### src/sv/http_chunked_body_decoder_unit_defines.svh
// -----------------------------------------------------------------------------
// Assertion macros for the chunked body decoder
// Shared property wrappers; the disabled form is quiet while reset is asserted.
// -----------------------------------------------------------------------------
`ifndef HTTP_CHUNKED_BODY_DECODER_UNIT_DEFINES_SVH
`define HTTP_CHUNKED_BODY_DECODER_UNIT_DEFINES_SVH

// Check a property only while out of reset
`define HCBD_ASSERT(name, clk, rst_n, prop) \
	name: assert property (@(posedge clk) disable iff (!rst_n) prop) \
		else $error("hcbd assertion failed");

// Check a property at every edge, reset included
`define HCBD_ASSERT_ALWAYS(name, clk, prop) \
	name: assert property (@(posedge clk) prop) \
		else $error("hcbd assertion failed");

`endif

### src/sv/hcbd_pkg.sv
// -----------------------------------------------------------------------------
// hcbd_pkg
// Types, codes, constants and match tables of the chunked body decoder.
// -----------------------------------------------------------------------------
package hcbd_pkg;

	// Defaults for the top-level parameters and the limit register
	localparam int MAX_SIZE_DIGITS_DEF = 16;
	localparam int LENGTH_BITS_DEF     = 32;
	localparam int OUT_DEPTH_DEF       = 4;
	localparam logic [31:0] MAX_BODY_RST = 32'd10485760;

	// Header field match tracking
	localparam int TE_LEN = 18;
	localparam int CK_LEN = 7;
	localparam logic [4:0] MATCH_NONE = 5'd31;
	localparam logic [4:0] MATCH_CK0  = 5'd18;
	localparam logic [4:0] MATCH_CKL  = 5'd24;

	// Characters
	localparam logic [7:0] CH_CR  = 8'h0D;
	localparam logic [7:0] CH_LF  = 8'h0A;
	localparam logic [7:0] CH_SP  = 8'h20;
	localparam logic [7:0] CH_TAB = 8'h09;

	// Saturated chunk size, 2^63-1
	localparam int SIZE_W = 63;
	localparam logic [SIZE_W-1:0] SIZE_SAT = '1;

	typedef enum logic [2:0] {
		PH_HEADER  = 3'd0,
		PH_SIZE    = 3'd1,
		PH_PAYLOAD = 3'd2,
		PH_TRAILER = 3'd3,
		PH_DONE    = 3'd4
	} phase_t;

	typedef enum logic [2:0] {
		SR_NO_HEADER_END = 3'd0,
		SR_NOT_CHUNKED   = 3'd1,
		SR_OVER_LIMIT    = 3'd2,
		SR_ZERO_CHUNK    = 3'd3,
		SR_BAD_SIZE      = 3'd4,
		SR_INPUT_ENDED   = 3'd5
	} stop_t;

	typedef struct packed {
		logic        kind;
		logic [7:0]  body_byte;
		logic [31:0] chunk_number;
		logic        chunked_ok;
		logic [31:0] committed_length;
		stop_t       stop_reason;
		logic        final_res;
	} res_t;

	// Up to two results per accepted byte; b is only valid with a
	typedef struct packed {
		logic vld_a;
		logic vld_b;
		res_t res_a;
		res_t res_b;
	} push_t;

	// Lower-case "transfer-encoding:"
	function automatic logic [7:0] te_char(input logic [4:0] idx);
		logic [7:0] c;
		case (idx)
			5'd0:  c = "t";
			5'd1:  c = "r";
			5'd2:  c = "a";
			5'd3:  c = "n";
			5'd4:  c = "s";
			5'd5:  c = "f";
			5'd6:  c = "e";
			5'd7:  c = "r";
			5'd8:  c = "-";
			5'd9:  c = "e";
			5'd10: c = "n";
			5'd11: c = "c";
			5'd12: c = "o";
			5'd13: c = "d";
			5'd14: c = "i";
			5'd15: c = "n";
			5'd16: c = "g";
			5'd17: c = ":";
			default: c = 8'h00;
		endcase
		return c;
	endfunction

	// Lower-case "chunked"
	function automatic logic [7:0] ck_char(input logic [2:0] idx);
		logic [7:0] c;
		case (idx)
			3'd0: c = "c";
			3'd1: c = "h";
			3'd2: c = "u";
			3'd3: c = "n";
			3'd4: c = "k";
			3'd5: c = "e";
			3'd6: c = "d";
			default: c = 8'h00;
		endcase
		return c;
	endfunction

endpackage

### src/sv/http_chunked_body_decoder_unit.sv
// -----------------------------------------------------------------------------
// http_chunked_body_decoder_unit
// Decodes a chunked HTTP response body from a byte stream.
// -----------------------------------------------------------------------------
// One response byte enters per clock. Each accepted beat is held in an input
// register, where the header scan, size parse or payload count runs, and its
// results go into a small output queue, so a byte passes the input register and
// the queue on its way to the output. The queue takes up to two results a cycle
// and the input side keeps flowing at one beat per cycle as long as the output
// side drains; a payload byte marked last yields a body beat followed by the
// summary beat, and so takes two queue slots. The input stalls only when fewer
// than two queue slots are free. The limit register is written through
// cfg_wr_en/cfg_wr_data; no clearing pass is needed after reset.
`include "http_chunked_body_decoder_unit_defines.svh"

module http_chunked_body_decoder_unit #(
	parameter int MAX_SIZE_DIGITS = hcbd_pkg::MAX_SIZE_DIGITS_DEF,
	parameter int LENGTH_BITS     = hcbd_pkg::LENGTH_BITS_DEF,
	parameter int OUT_DEPTH       = hcbd_pkg::OUT_DEPTH_DEF
) (
	input  logic        clk,
	input  logic        arst_n,
	input  logic        cfg_wr_en,
	input  logic [31:0] cfg_wr_data,
	input  logic        s_tvalid,
	output logic        s_tready,
	input  logic [7:0]  s_tdata,   // [7:0] data_byte
	input  logic        s_tlast,   // last
	output logic        m_tvalid,
	input  logic        m_tready,
	output logic [79:0] m_tdata,   // [7:0] body_byte, [39:8] chunk_number,
	                               // [40] chunked_ok, [72:41] committed_length,
	                               // [75:73] stop_reason, [79:76] zero
	output logic        m_tuser,   // kind
	output logic        m_tlast    // final_res
);
	import hcbd_pkg::*;

	logic       vld_s1;
	logic [7:0] byte_s1;
	logic       last_s1;
	logic       go_s1;
	logic       room2;
	push_t      push;
	res_t       out_res;

	assign go_s1    = vld_s1 && room2;
	assign s_tready = !vld_s1 || go_s1;

	// Input register: load on each accepted beat
	always_ff @(posedge clk or negedge arst_n) begin
		if (!arst_n) begin
			vld_s1 <= 1'b0;
		end else if (s_tready) begin
			vld_s1 <= s_tvalid;
		end
	end

	always_ff @(posedge clk) begin
		if (s_tready && s_tvalid) begin
			byte_s1 <= s_tdata;
			last_s1 <= s_tlast;
		end
	end

	hcbd_core #(
		.MAX_SIZE_DIGITS(MAX_SIZE_DIGITS),
		.LENGTH_BITS    (LENGTH_BITS)
	) u_core (
		.clk        (clk),
		.arst_n     (arst_n),
		.cfg_wr_en  (cfg_wr_en),
		.cfg_wr_data(cfg_wr_data),
		.step_en    (go_s1),
		.step_byte  (byte_s1),
		.step_last  (last_s1),
		.push       (push)
	);

	hcbd_out_fifo #(
		.DEPTH(OUT_DEPTH)
	) u_out_fifo (
		.clk    (clk),
		.arst_n (arst_n),
		.push   (push),
		.room2  (room2),
		.out_vld(m_tvalid),
		.out_rdy(m_tready),
		.out_res(out_res)
	);

	// Pack the result beat
	assign m_tdata = {4'b0000, out_res.stop_reason, out_res.committed_length,
	                  out_res.chunked_ok, out_res.chunk_number, out_res.body_byte};
	assign m_tuser = out_res.kind;
	assign m_tlast = out_res.final_res;

	`HCBD_ASSERT(a_no_step_when_full, clk, arst_n, go_s1 |-> room2)
	`HCBD_ASSERT(a_hold_stalled, clk, arst_n, (vld_s1 && !go_s1) |=> vld_s1 && $stable(byte_s1))
	`HCBD_ASSERT(a_summary_last, clk, arst_n, (m_tvalid && m_tuser) |-> m_tlast)

endmodule

### src/sv/hcbd_out_fifo.sv
// -----------------------------------------------------------------------------
// hcbd_out_fifo
// Result queue: takes up to two results a cycle, hands out one beat a cycle while out_rdy is high.
// -----------------------------------------------------------------------------
`include "http_chunked_body_decoder_unit_defines.svh"

module hcbd_out_fifo #(
	parameter int DEPTH = hcbd_pkg::OUT_DEPTH_DEF
) (
	input  logic           clk,
	input  logic           arst_n,
	input  hcbd_pkg::push_t push,
	output logic           room2,
	output logic           out_vld,
	input  logic           out_rdy,
	output hcbd_pkg::res_t out_res
);
	import hcbd_pkg::*;

	localparam int PW = $clog2(DEPTH);

	res_t          mem_q [DEPTH];
	logic [PW-1:0] wr_ptr_q;
	logic [PW-1:0] rd_ptr_q;
	logic [PW:0]   cnt_q;
	logic [PW-1:0] wr_ptr_b;
	logic [PW:0]   n_push;
	logic          pop;

	assign out_vld  = (cnt_q != '0);
	assign out_res  = mem_q[rd_ptr_q];
	assign pop      = out_vld && out_rdy;
	assign room2    = (cnt_q <= (PW+1)'(DEPTH - 2));
	assign wr_ptr_b = wr_ptr_q + PW'(1);
	assign n_push   = (PW+1)'(push.vld_a) + (PW+1)'(push.vld_b);

	// Store entries
	always_ff @(posedge clk) begin
		if (push.vld_a) begin
			mem_q[wr_ptr_q] <= push.res_a;
		end
		if (push.vld_b) begin
			mem_q[wr_ptr_b] <= push.res_b;
		end
	end

	// Advance pointers and fill count
	always_ff @(posedge clk or negedge arst_n) begin
		if (!arst_n) begin
			wr_ptr_q <= '0;
			rd_ptr_q <= '0;
			cnt_q    <= '0;
		end else begin
			wr_ptr_q <= wr_ptr_q + n_push[PW-1:0];
			rd_ptr_q <= rd_ptr_q + PW'(pop);
			cnt_q    <= cnt_q + n_push - (PW+1)'(pop);
		end
	end

	`HCBD_ASSERT(a_cnt_bound, clk, arst_n, cnt_q <= (PW+1)'(DEPTH))
	`HCBD_ASSERT(a_pair_order, clk, arst_n, push.vld_b |-> push.vld_a)
	`HCBD_ASSERT(a_pop_dec, clk, arst_n, (pop && !push.vld_a) |=> cnt_q == $past(cnt_q) - 1'b1)

endmodule

### src/sv/hcbd_core.sv
// -----------------------------------------------------------------------------
// hcbd_core
// Per-byte header scan, chunk size parse, payload tracking and summary build.
// -----------------------------------------------------------------------------
`include "http_chunked_body_decoder_unit_defines.svh"

module hcbd_core #(
	parameter int MAX_SIZE_DIGITS = hcbd_pkg::MAX_SIZE_DIGITS_DEF,
	parameter int LENGTH_BITS     = hcbd_pkg::LENGTH_BITS_DEF
) (
	input  logic            clk,
	input  logic            arst_n,
	input  logic            cfg_wr_en,
	input  logic [31:0]     cfg_wr_data,
	input  logic            step_en,
	input  logic [7:0]      step_byte,
	input  logic            step_last,
	output hcbd_pkg::push_t push
);
	import hcbd_pkg::*;

	localparam int CNT_W = $clog2(MAX_SIZE_DIGITS + 1);
	localparam int SUM_W = 65;

	// State registers
	logic [31:0]            max_q;
	phase_t                 phase_q, n_phase;
	logic [1:0]             hep_q, n_hep;
	logic [4:0]             fmi_q, n_fmi;
	logic                   chunked_q, n_chunked;
	logic [SIZE_W-1:0]      size_q, n_size;
	logic [CNT_W-1:0]       cnt_q, n_cnt;
	logic                   bad_q, n_bad;
	logic [SIZE_W-1:0]      rem_q, n_rem;
	logic                   trail_q, n_trail;
	logic [31:0]            chunk_q, n_chunk;
	logic [LENGTH_BITS-1:0] committed_q, n_committed;
	stop_t                  stop_q, n_stop;

	// Byte decode
	logic [7:0]       lb;
	logic [2:0]       hnext;
	logic [2:0]       ck_idx;
	logic             is_hex;
	logic [3:0]       digit;
	logic             size_active;
	logic [SUM_W-1:0] lim_x, com_x, sum_x;
	logic             fits;
	logic             body;
	stop_t            why;
	logic             ok;
	logic [63:0]      com64;
	res_t             body_res, sum_res;

	assign lb     = (step_byte >= "A" && step_byte <= "Z") ? step_byte + 8'd32 : step_byte;
	assign ck_idx = 3'(fmi_q - MATCH_CK0);
	assign size_active = !bad_q && (cnt_q < CNT_W'(MAX_SIZE_DIGITS));

	// Hex digit value
	always_comb begin
		is_hex = 1'b1;
		digit  = 4'd0;
		if (step_byte >= "0" && step_byte <= "9") begin
			digit = 4'(step_byte - "0");
		end else if (step_byte >= "a" && step_byte <= "f") begin
			digit = 4'(step_byte - "a" + 8'd10);
		end else if (step_byte >= "A" && step_byte <= "F") begin
			digit = 4'(step_byte - "A" + 8'd10);
		end else begin
			is_hex = 1'b0;
		end
	end

	// Limit check at chunk end: committed + size + 1 <= limit
	assign lim_x = SUM_W'(max_q);
	assign com_x = SUM_W'(committed_q);
	assign sum_x = com_x + SUM_W'(size_q);
	assign fits  = (lim_x > com_x) && (sum_x < lim_x);

	// Header end progress
	always_comb begin
		if (step_byte == CH_CR) begin
			hnext = (hep_q == 2'd2) ? 3'd3 : 3'd1;
		end else if (step_byte == CH_LF && (hep_q == 2'd1 || hep_q == 2'd3)) begin
			hnext = 3'({1'b0, hep_q} + 3'd1);
		end else begin
			hnext = 3'd0;
		end
	end

	// Next state for one byte
	always_comb begin
		n_phase     = phase_q;
		n_hep       = hep_q;
		n_fmi       = fmi_q;
		n_chunked   = chunked_q;
		n_size      = size_q;
		n_cnt       = cnt_q;
		n_bad       = bad_q;
		n_rem       = rem_q;
		n_trail     = trail_q;
		n_chunk     = chunk_q;
		n_committed = committed_q;
		n_stop      = stop_q;
		body        = 1'b0;

		case (phase_q)
			PH_HEADER: begin
				// match the transfer coding field
				if (fmi_q < 5'(TE_LEN)) begin
					n_fmi = (lb == te_char(fmi_q)) ? fmi_q + 5'd1 : MATCH_NONE;
				end else if (fmi_q <= MATCH_CKL) begin
					if (fmi_q == MATCH_CK0 && (step_byte == CH_SP || step_byte == CH_TAB)) begin
						n_fmi = fmi_q;
					end else if (lb == ck_char(ck_idx)) begin
						if (fmi_q == MATCH_CKL) begin
							n_chunked = 1'b1;
							n_fmi     = MATCH_NONE;
						end else begin
							n_fmi = fmi_q + 5'd1;
						end
					end else begin
						n_fmi = MATCH_NONE;
					end
				end
				if (hnext == 3'd2 || hnext == 3'd4) begin
					n_fmi = '0;
				end
				n_hep = (hnext == 3'd4) ? 2'd0 : hnext[1:0];
				// blank line closes the headers
				if (hnext == 3'd4) begin
					if (n_chunked) begin
						n_phase = PH_SIZE;
						n_size  = '0;
						n_cnt   = '0;
						n_bad   = 1'b0;
					end else begin
						n_phase = PH_DONE;
						n_stop  = SR_NOT_CHUNKED;
					end
				end
			end
			PH_SIZE: begin
				if (hep_q != 2'd0 && step_byte == CH_LF) begin
					// size line complete
					n_hep = 2'd0;
					if (cnt_q == '0 || bad_q) begin
						n_phase = PH_DONE;
						n_stop  = SR_BAD_SIZE;
					end else if (size_q == '0) begin
						n_phase = PH_DONE;
						n_stop  = SR_ZERO_CHUNK;
					end else begin
						n_phase = PH_PAYLOAD;
						n_rem   = size_q;
					end
				end else if (hep_q != 2'd0) begin
					// a lone CR counts as a bad character
					if (size_active) begin
						n_bad = 1'b1;
					end
					n_hep = (step_byte == CH_CR) ? 2'd1 : 2'd0;
				end else if (step_byte == CH_CR) begin
					n_hep = 2'd1;
				end else if (size_active) begin
					if (is_hex) begin
						n_size = (|size_q[SIZE_W-1:SIZE_W-4]) ? SIZE_SAT
						                                      : {size_q[SIZE_W-5:0], digit};
						n_cnt  = cnt_q + CNT_W'(1);
					end else begin
						n_bad = 1'b1;
					end
				end
			end
			PH_PAYLOAD: begin
				body  = 1'b1;
				n_rem = rem_q - SIZE_W'(1);
				if (rem_q == SIZE_W'(1)) begin
					n_phase = PH_TRAILER;
					n_trail = 1'b0;
				end
			end
			PH_TRAILER: begin
				if (!trail_q) begin
					n_trail = 1'b1;
				end else if (!fits) begin
					n_committed = '0;
					n_phase     = PH_DONE;
					n_stop      = SR_OVER_LIMIT;
				end else begin
					n_committed = sum_x[LENGTH_BITS-1:0];
					n_chunk     = chunk_q + 32'd1;
					n_phase     = PH_SIZE;
					n_size      = '0;
					n_cnt       = '0;
					n_bad       = 1'b0;
					n_hep       = 2'd0;
				end
			end
			default: begin
			end
		endcase
	end

	// Summary fields from the state after this byte
	always_comb begin
		if (n_phase == PH_HEADER) begin
			why = SR_NO_HEADER_END;
		end else if (n_phase == PH_DONE) begin
			why = n_stop;
		end else begin
			why = SR_INPUT_ENDED;
		end
	end

	assign ok    = (why == SR_ZERO_CHUNK) || (why == SR_BAD_SIZE) || (why == SR_INPUT_ENDED);
	assign com64 = 64'(n_committed);

	always_comb begin
		body_res                  = '0;
		body_res.body_byte        = step_byte;
		body_res.chunk_number     = chunk_q;
		body_res.stop_reason      = SR_NO_HEADER_END;
		sum_res                   = '0;
		sum_res.kind              = 1'b1;
		sum_res.chunked_ok        = ok;
		sum_res.committed_length  = ok ? com64[31:0] : 32'd0;
		sum_res.stop_reason       = why;
		sum_res.final_res         = 1'b1;
	end

	// Results: body beat first, summary after it
	always_comb begin
		push.vld_a = step_en && (body || step_last);
		push.vld_b = step_en && body && step_last;
		push.res_a = body ? body_res : sum_res;
		push.res_b = sum_res;
	end

	// Limit register
	always_ff @(posedge clk or negedge arst_n) begin
		if (!arst_n) begin
			max_q <= MAX_BODY_RST;
		end else if (cfg_wr_en) begin
			max_q <= cfg_wr_data;
		end
	end

	// Response state; clear on the closing byte
	always_ff @(posedge clk or negedge arst_n) begin
		if (!arst_n) begin
			phase_q     <= PH_HEADER;
			hep_q       <= '0;
			fmi_q       <= '0;
			chunked_q   <= 1'b0;
			size_q      <= '0;
			cnt_q       <= '0;
			bad_q       <= 1'b0;
			rem_q       <= '0;
			trail_q     <= 1'b0;
			chunk_q     <= '0;
			committed_q <= '0;
			stop_q      <= SR_NO_HEADER_END;
		end else if (step_en) begin
			if (step_last) begin
				phase_q     <= PH_HEADER;
				hep_q       <= '0;
				fmi_q       <= '0;
				chunked_q   <= 1'b0;
				size_q      <= '0;
				cnt_q       <= '0;
				bad_q       <= 1'b0;
				rem_q       <= '0;
				trail_q     <= 1'b0;
				chunk_q     <= '0;
				committed_q <= '0;
				stop_q      <= SR_NO_HEADER_END;
			end else begin
				phase_q     <= n_phase;
				hep_q       <= n_hep;
				fmi_q       <= n_fmi;
				chunked_q   <= n_chunked;
				size_q      <= n_size;
				cnt_q       <= n_cnt;
				bad_q       <= n_bad;
				rem_q       <= n_rem;
				trail_q     <= n_trail;
				chunk_q     <= n_chunk;
				committed_q <= n_committed;
				stop_q      <= n_stop;
			end
		end
	end

	`HCBD_ASSERT_ALWAYS(a_payload_rem, clk, (phase_q == PH_PAYLOAD) |-> (rem_q != '0))
	`HCBD_ASSERT(a_cnt_max, clk, arst_n, cnt_q <= CNT_W'(MAX_SIZE_DIGITS))
	`HCBD_ASSERT(a_chunk_step, clk, arst_n, !$stable(chunk_q) |-> ($past(phase_q) == PH_TRAILER) || $past(step_last))

endmodule
### config.mk
export PLATFORM = sky130hd
export DESIGN_NAME = http_chunked_body_decoder_unit
export DESIGN_NICKNAME = d
export VERILOG_FILES = /design/src/sv/hcbd_pkg.sv /design/src/sv/http_chunked_body_decoder_unit.sv /design/src/sv/hcbd_out_fifo.sv /design/src/sv/hcbd_core.sv
export VERILOG_INCLUDE_DIRS = /design/src /design/src/sv
export SDC_FILE = /design/constraint.sdc
export NUM_CORES = 1
export LEC_CHECK = 0
export ABC_CLOCK_PERIOD_IN_PS = 11500
export BUFFER_PORTS_ARGS = -buffer_cell sky130_fd_sc_hd__buf_2
export CORE_MARGIN = 3
export CORE_UTILIZATION = 35
export DETAILED_ROUTE_END_ITERATION = 12
export SLEW_MARGIN = 5
export SYNTH_ARGS = -nofsm -noshare
export SYNTH_HDL_FRONTEND = slang
export SYNTH_SLANG_ARGS = --single-unit
### constraint.sdc
create_clock -name clk -period 11.5 [get_ports clk]
set_input_delay 1.725 -clock clk [delete_from_list [all_inputs] [get_ports clk]]
set_output_delay 1.725 -clock clk [all_outputs]
set_load 0.01 [all_outputs]
==> reports/results.txt, run 1 <==
Final setup fails = 0
CTS resizes = 0
Max VDD drop = 196 uV
Clock slew at reported path FFs = 0.06 ns
Fin crit share = 71.6%
Share of layout cells above drive strength 1 = 14.1%
IO buf count = 125
Netlist Area Pre-Place = 33,600 um^2
Core area = 95,200 um^2
WL final = 108,000 um
Critical path launch point type = register
Worst Tran Pin Value = 1.11 ns
Fin crit period = 8.24 ns
Min-Delay Path Class = register to register
Hold depth = 2
Root buffer cell = clkbuf_16
Status = complete, no violations
Sink Count = 568
Final Hold Fails = 0
Largest net degree at the start of global routing = 133
Initial Util = 35.3%
Tot Pwr = 0.00642 W
Synthesis warning total = 0
Initial antenna violation count = 1
GP Congestion = 0.960
HPWL Detailed = 71,900 um
Nets = 3,962
TritonCTS Buffers = 66
Setup Buffers After CTS = 0
Vias per cell = 5.76
Clock latency on the worst-skew pair = 0.63 ns
Synth cell types = 89
Ys async rst share = 44.2%
Vias in the first global route = 27,800
Die Footprint = 99,900 um^2
Multi-input combinational cell area = 17,600 um^2
Die width = 316 um
I/O pins = 130
Setup crit end kind = register
CP Class = register to register
Family with the most delay on the worst path = compound AO/OA/AOI/OAI gates
Fill cells = 9,479
Sequential standard cell area = 14,200 um^2
Data required, critical path = 11.82 ns
F_max = 0.121 GHz
Inst Count DP = 4,984
GR Util All Layers = 21.3%
Grt ovf = 0
Vias = 29,400
Max Slew Vio Count = 0
Cell row count = 113
Critical path's largest stage delay = 0.65 ns
Critical-path top delay cell = a21boi_1
TNS Setup = 0 ns
Critical path depth = 26
Die Span Y = 316 um
Pwr Density = 171 nW/um^2
Pre-antenna DRT Iters = 6
DR iter-0 viols = 3,059
Wire per inst = 21.2 um
Max-cap violations = 0
RSZ-0062 raised after global routing = no
Buffers and inverters on the worst path = 3
DRC violations left = 0
CTS hold repair buffers = 0
Top fanout value on the critical path = 132
Area growth from synthesis to layout = 11.3%
First-pass GRT wire length = 168,000 um
Final ANT Viol Nets = 0
Fin cells = 5,107
Slew HR = 26.1%
Leakage = 13.8 nW
TritonCTS clock tree = built
WP data arrival = 8.56 ns
R2R cell count = 26
Main flop type after synthesis = dfrtp_1
Register area share after synthesis = 42.1%
Clock buffer depth = 3
Synth Register Bits = 568
Mean Syn Cell Area = 8.75 um^2
Mapped Cells = 3,844
Worst clock skew = 0.0292 ns
H-tree Lvls = 3
EDFF count, synth = 153
-- cell type report --
cell class / instances / area share [%]
Antenna cell: 1 / 0.00669
Clock buffer: 86 / 4.91
Clock inverter: 36 / 1.15
Inverter: 198 / 1.99
Multi-Input combinational cell: 2777 / 47.1
Sequential cell: 568 / 37.9
Tap cell: 1265 / 4.23
Timing Repair Buffer: 176 / 2.75
-- registers in the layout, indices dropped and copies added, names as in the netlist --
name and cells:
u_core.chunked_q 1, u_core.rem_q 63, u_out_fifo.rd_ptr_q 2, u_out_fifo.mem_q 308, u_core.size_q 63, last_s1 1
u_core.hep_q 2, u_core.max_q 32, u_core.committed_q 32, u_core.bad_q 1, u_out_fifo.wr_ptr_q 2, vld_s1 1
u_core.stop_q 3, u_core.phase_q 3, byte_s1 8, u_out_fifo.cnt_q 3, u_core.trail_q 1, u_core.fmi_q 5
u_core.chunk_q 32, u_core.cnt_q 5
-- tightest hold or removal path, cell delays in order (launching register included) --
cell	delay, ns
dfxtp_1	0.31
nand2_1	0.05
nand2_1	0.04
-- cell usage after synthesis (9+ instances only) --
cell type,instances,area (um^2)
a22oi_1,14,105
nand2_1,522,1960
mux2i_1,69,691
a21oi_1,425,2130
or2_2,10,62.6
or3_1,39,244
o22ai_1,16,100
dfrtp_1,249,6230
xor2_1,25,219
xnor2_1,32,280
and4_1,16,140
nor4_1,58,363
o211ai_1,12,90.1
nor3_1,67,335
nand4_1,64,400
buf_2,21,105
edfxtp_1,153,4590
a21oi_2,80,701
nor2b_1,10,62.6
buf_6,9,101
and2_1,12,75.1
clkbuf_1,242,908
a31oi_1,22,138
a21o_1,13,97.6
ha_1,127,1590
dfxtp_1,164,3280
a31o_2,38,333
a32oi_1,11,96.3
a211oi_1,18,135
or4_1,20,150
o31ai_1,49,368
nand3_1,214,1070
nor2_1,241,905
and3_1,15,93.8
inv_1,198,743
nand2b_1,20,125
buf_1,16,60.1
mux4_2,77,1730
o21a_1,12,90.1
buf_4,13,97.6
o21ai_0,323,1620
-- routing by layer --
metal	global-route usage, %	up-vias	part of all wire (%)
li1	-	13800	-
met1	30.7	14300	45
met2	32.6	1134	45
met3	3.19	190	7.3
met4	7.08	0	3.0
met5	0	-	0
-- through the flow --
| stage | hold slack [ns] | util (%) | setup WS, ns | area [um^2] |
|---|---|---|---|---|
| 3_3_place_gp | 0.427 | 36.9 | 3.53 | 35200 |
| 6_report | 0.447 | 39.3 | 3.26 | 37400 |
| 5_1_grt | 0.462 | 39.3 | 2.83 | 37400 |
| 4_1_cts | 0.449 | 39.3 | 3.34 | 37400 |
| 2_1_floorplan | 0.418 | - | 5.61 | 33600 |
| 3_5_place_dp | 0.434 | 36.9 | 3.37 | 35200 |
-- cells by family (layout without fill, tap and decap cells) --
| kind of cell | Yosys count | in the layout | share of synthesized area (%) |
|---|---|---|---|
| mux | 153 | 153 | 7.44 |
| flops | 568 | 568 | 42.1 |
| buf+inv | 502 | 496 | 6.04 |
| other cells | 1 | 5 | 0.0111 |
| simple gates | 1326 | 1326 | 18.3 |
| xor+xnor | 57 | 57 | 1.48 |
| compound gates | 1108 | 1108 | 19.8 |
| fa+ha+maj | 129 | 129 | 4.84 |
-- power breakdown --
part,total (W),internal (W),switching [W],leakage [nW]
clock,0.00220,0.00128,0.000912,1.10
sequential,0.00240,0.00221,0.000191,5.99
combinational,0.00182,0.000596,0.00122,6.70
-- path summary, 6_finish.rpt --
path / startpoint / endpoint / slack (ns)
setup reg to reg: u_core.size_q[0]$_DFFE_PN0P_ / u_out_fifo.mem_q[3][34]$_DFFE_PP_ / 3.26
hold reg to reg: u_out_fifo.mem_q[2][0]$_SDFFE_PP1P_ / u_out_fifo.mem_q[2][0]$_SDFFE_PP1P_ / 0.45
hold / removal: u_out_fifo.mem_q[2][0]$_SDFFE_PP1P_ / u_out_fifo.mem_q[2][0]$_SDFFE_PP1P_ / 0.45
setup / recovery: u_core.size_q[0]$_DFFE_PN0P_ / u_out_fifo.mem_q[3][34]$_DFFE_PP_ / 3.26
max in group asynchronous: arst_n / u_core.size_q[37]$_DFFE_PN0P_ / 8.84
min in group asynchronous: arst_n / u_core.fmi_q[2]$_DFFE_PN0P_ / 1.12
-- layout by cell type (no fill, tap or decap), drive strengths merged, types with 14 or more instances in the layout --
cell type,netlist,layout
nor3,67,67
nand2,522,522
o22ai,16,16
nor4,59,59
o21ai,329,329
buf,59,176
nand4,65,65
nand3,215,215
clkbuf,245,86
edfxtp,153,153
a31o,38,38
or4,21,21
nor2,242,242
inv,198,201
nand2b,20,20
xor2,25,25
dfxtp,164,164
clkinv,0,21
or3,39,39
a31oi,22,22
and3,15,15
mux2i,69,69
and4,16,16
a22oi,14,14
a211oi,18,18
dfrtp,249,249
ha,127,127
mux4,77,77
xnor2,32,32
o31ai,50,50
a21oi,505,505
Note: power is estimated with default switching activity, not from simulation.
==> run 2, diff against run 1 <==
Settings changed: ABC_CLOCK_PERIOD_IN_PS 11500 to 8000.
Clock period 11.5 ns to 8 ns, I/O delays scaled along.
==> run 2 against run 1 <==
Sequential share of layout area fell by 0.37 points. Die area did not move. Critical path depth rose by 2. Register-to-register slack got worse by 2.7 ns. Core utilization rose by 0.39 points. First-iteration DRC count fell by 5.9%. Routed wire length rose by 2.5%. Clock skew fell by 0.0037 ns. Setup slack got worse by 2.7 ns. Clock power rose by 42%. Critical path type unchanged. Largest power group unchanged.
==> reports/results.txt, run 2 (synthesis gave the netlist of run 1 again) <==
Status = complete, no violations
Area growth from synthesis to layout = 12.4%
GP Congestion = 0.977 (+1.8%)
Fin crit share = 92.5% (+21 points)
Die Footprint = 99,900 um^2 (unchanged)
WP data arrival = 7.73 ns (-0.83 ns)
Slew HR = 23.0% (-3.0 points)
Hold slack = 0.445 ns (-0.00160 ns)
GR Util All Layers = 21.7% (+0.40 points)
HPWL Detailed = 72,900 um (+1.3%)
Switching fraction of total power = 36.4% (+0.20 points)
IO buf count = 125 (unchanged)
RR Endpoint = u_out_fifo.mem_q[2][12]$_DFFE_PP_
First-pass GRT wire length = 171,000 um (+2.0%)
Pre-antenna DRT Iters = 7 (+1)
Top fanout value on the critical path = 28 (-79%)
R2R cell count = 28 (+7.7%)
Final ANT Viol Nets = 0 (unchanged)
Initial Util = 35.3% (unchanged)
Nets = 4,002 (+1.0%)
Fin crit period = 7.40 ns (-0.834 ns)
Vias per cell = 5.76 (about the same)
Family with the most delay on the worst path = compound AO/OA/AOI/OAI gates
Die width = 316 um (unchanged)
Initial antenna violation count = 0 (-1)
F_max = 0.135 GHz (+11%)
Final Hold Fails = 0 (unchanged)
P_int = 0.00587 W (+44%)
I/O pins = 130 (unchanged)
Worst r2r src = u_core.size_q[1]$_DFFE_PN0P_
Max VDD drop = 238 uV (+22%)
Max reg flops = 308 (unchanged)
Wire per inst = 21.6 um (+1.8%)
Max-cap violations = 0 (unchanged)
Critical path's largest stage delay = 0.61 ns (-0.04 ns)
Largest registers = u_out_fifo.mem_q x308, u_core.rem_q x63, u_core.size_q x63
Hold Path Origin = u_out_fifo.mem_q[0][0]$_SDFFE_PP1P_
Leakage = 14.0 nW (+1.6%)
Sequential share of power = 37.5% (about the same)
Vias = 29,600 (+0.75%)
Clock buffer depth = 3 (unchanged)
DR iter-0 viols = 2,878 (-5.9%)
TritonCTS Buffers = 66 (unchanged)
Critical-path top delay cell = o2bb2ai_4
Final setup fails = 0 (unchanged)
# diodes = 0 (-1)
Share of layout cells above drive strength 1 = 14.9% (+0.76 points)
Worst Tran Pin Value = 1.13 ns (+0.0163 ns)
Die Span Y = 316 um (unchanged)
Clk pwr share = 33.8% (-0.4 points)
Clock latency on the worst-skew pair = 0.62 ns (about the same)
RSZ-0062 raised after global routing = no
Data required, critical path = 8.33 ns (-3.49 ns)
Grt ovf = 0 (unchanged)
Pwr Density = 244 nW/um^2 (+43%)
H-tree Lvls = 3 (unchanged)
TritonCTS clock tree = built
Cell row count = 113 (unchanged)
Critical path launch point type = register
Comb power frac = 28.6% (+0.3 points)
Vias in the first global route = 28,200 (+1.5%)
Max Slew Vio Count = 0 (unchanged)
Inst Count DP = 5,022 (+0.76%)
Commonest non-fill, non-tap cell in the layout = nand2_1
Fin cells = 5,144 (+0.72%)
CP Class = register to register
Top reg by flops = u_out_fifo.mem_q
Root buffer cell = clkbuf_16
Commonest cells after routing, fill and taps aside = nand2_1, a21oi_1, o21ai_0
Core area = 95,200 um^2 (unchanged)
Setup crit end kind = register
Largest net degree at the start of global routing = 137 (+3.0%)
TNS Setup = 0 ns (unchanged)
Hold EP = u_out_fifo.mem_q[0][0]$_SDFFE_PP1P_
Worst clock skew = 0.0254 ns (-0.00375 ns)
Hold depth = 2 (unchanged)
Min-Delay Path Class = register to register
Most used cell, CP = nor2_1
Sink Count = 568 (unchanged)
DRC violations left = 0 (unchanged)
Buffers and inverters on the worst path = 3 (unchanged)
Switching pwr = 0.00337 W (+45%)
Setup slack, reg-to-reg = 0.60 ns (-2.67 ns)
Clock slew at reported path FFs = 0.06 ns (about the same)
WL final = 111,000 um (+2.5%)
[run 2: changes by cell type in the layout (fill, tap and decap cells not counted), moves of 2 or more]
cell,delta
clkbuf_1,+8
clkinv_1,-2
buf_12,+9
clkinv_2,-4
clkinvlp_4,-4
buf_4,+31
[run 2: area by class of cell]
cell class	count	area, um^2
Tap cell	1265	1580
Multi-Input combinational cell	2777	17600
Inverter	198	743
Sequential cell	568	14200
Clock inverter	26	353
Fill cell	9545	57400
Timing Repair Buffer	216	1440
Clock buffer	94	1870
[run 2: through the flow]
step	utilization [%]	total power, W	worst slack (ns)	instance area (um^2)
final	39.7	0.00924	0.597	37800
after global routing	39.7	0.00966	0.105	37800
after CTS	39.7	0.00931	0.379	37800
after detailed placement	37.4	0.00617	0.393	35500
after global placement	37.4	0.00615	0.428	35500
after floorplan	-	0.00531	2.11	33600
[run 2: worst max path at each step]
stage,start,end,slack (ns),cells past startpoint
after floorplan,u_core.committed_q[0]$_DFFE_PN0P_,u_out_fifo.mem_q[0][10]$_DFFE_PP_,2.11,26
after global placement,u_core.size_q[0]$_DFFE_PN0P_,u_out_fifo.mem_q[2][7]$_DFFE_PP_,0.43,27
after detailed placement,u_core.size_q[0]$_DFFE_PN0P_,u_out_fifo.mem_q[2][11]$_DFFE_PP_,0.39,27
after CTS,u_core.size_q[0]$_DFFE_PN0P_,u_out_fifo.mem_q[2][11]$_DFFE_PP_,0.38,27
after global routing,u_core.size_q[4]$_DFFE_PN0P_,u_core.chunk_q[23]$_DFFE_PN0P_,0.11,27
final,u_core.size_q[1]$_DFFE_PN0P_,u_out_fifo.mem_q[2][12]$_DFFE_PP_,0.60,28
[run 2: what timing repair did]
| action | 4_1_cts | 5_1_grt |
|---|---|---|
| resized for setup | 0 | 2 |
| buffers inserted | 0 | 2 |
| hold buffers | 0 | 0 |
| setup endpoints to repair | 0 | 197 |
[run 2: power by group through the flow]
stage | clock network, W | logic [W] | registers [W]
after CTS | 0.00319 | 0.00265 | 0.00347
after global routing | 0.00329 | 0.00287 | 0.00350
final | 0.00312 | 0.00265 | 0.00347
after detailed placement | 0 | 0.00264 | 0.00353
after global placement | 0 | 0.00263 | 0.00352
after floorplan | 0 | 0.00201 | 0.00330
[run 2: metal layers]
metal / vias to the layer above / GRT usage, % / part of all wire [%]
met5: - / 0 / 0
met4: 0 / 5.93 / 2.3
met3: 185 / 3.03 / 6.9
met2: 1076 / 34.0 / 45
met1: 14500 / 31.3 / 46
li1: 13800 / - / -
[run 2: worst min-delay path: cells and delay by family, from the launching register on]
| kind | cells | cell delay (ns) |
|---|---|---|
| flip-flops | 1 | 0.31 |
| AND/OR/NAND/NOR | 2 | 0.09 |
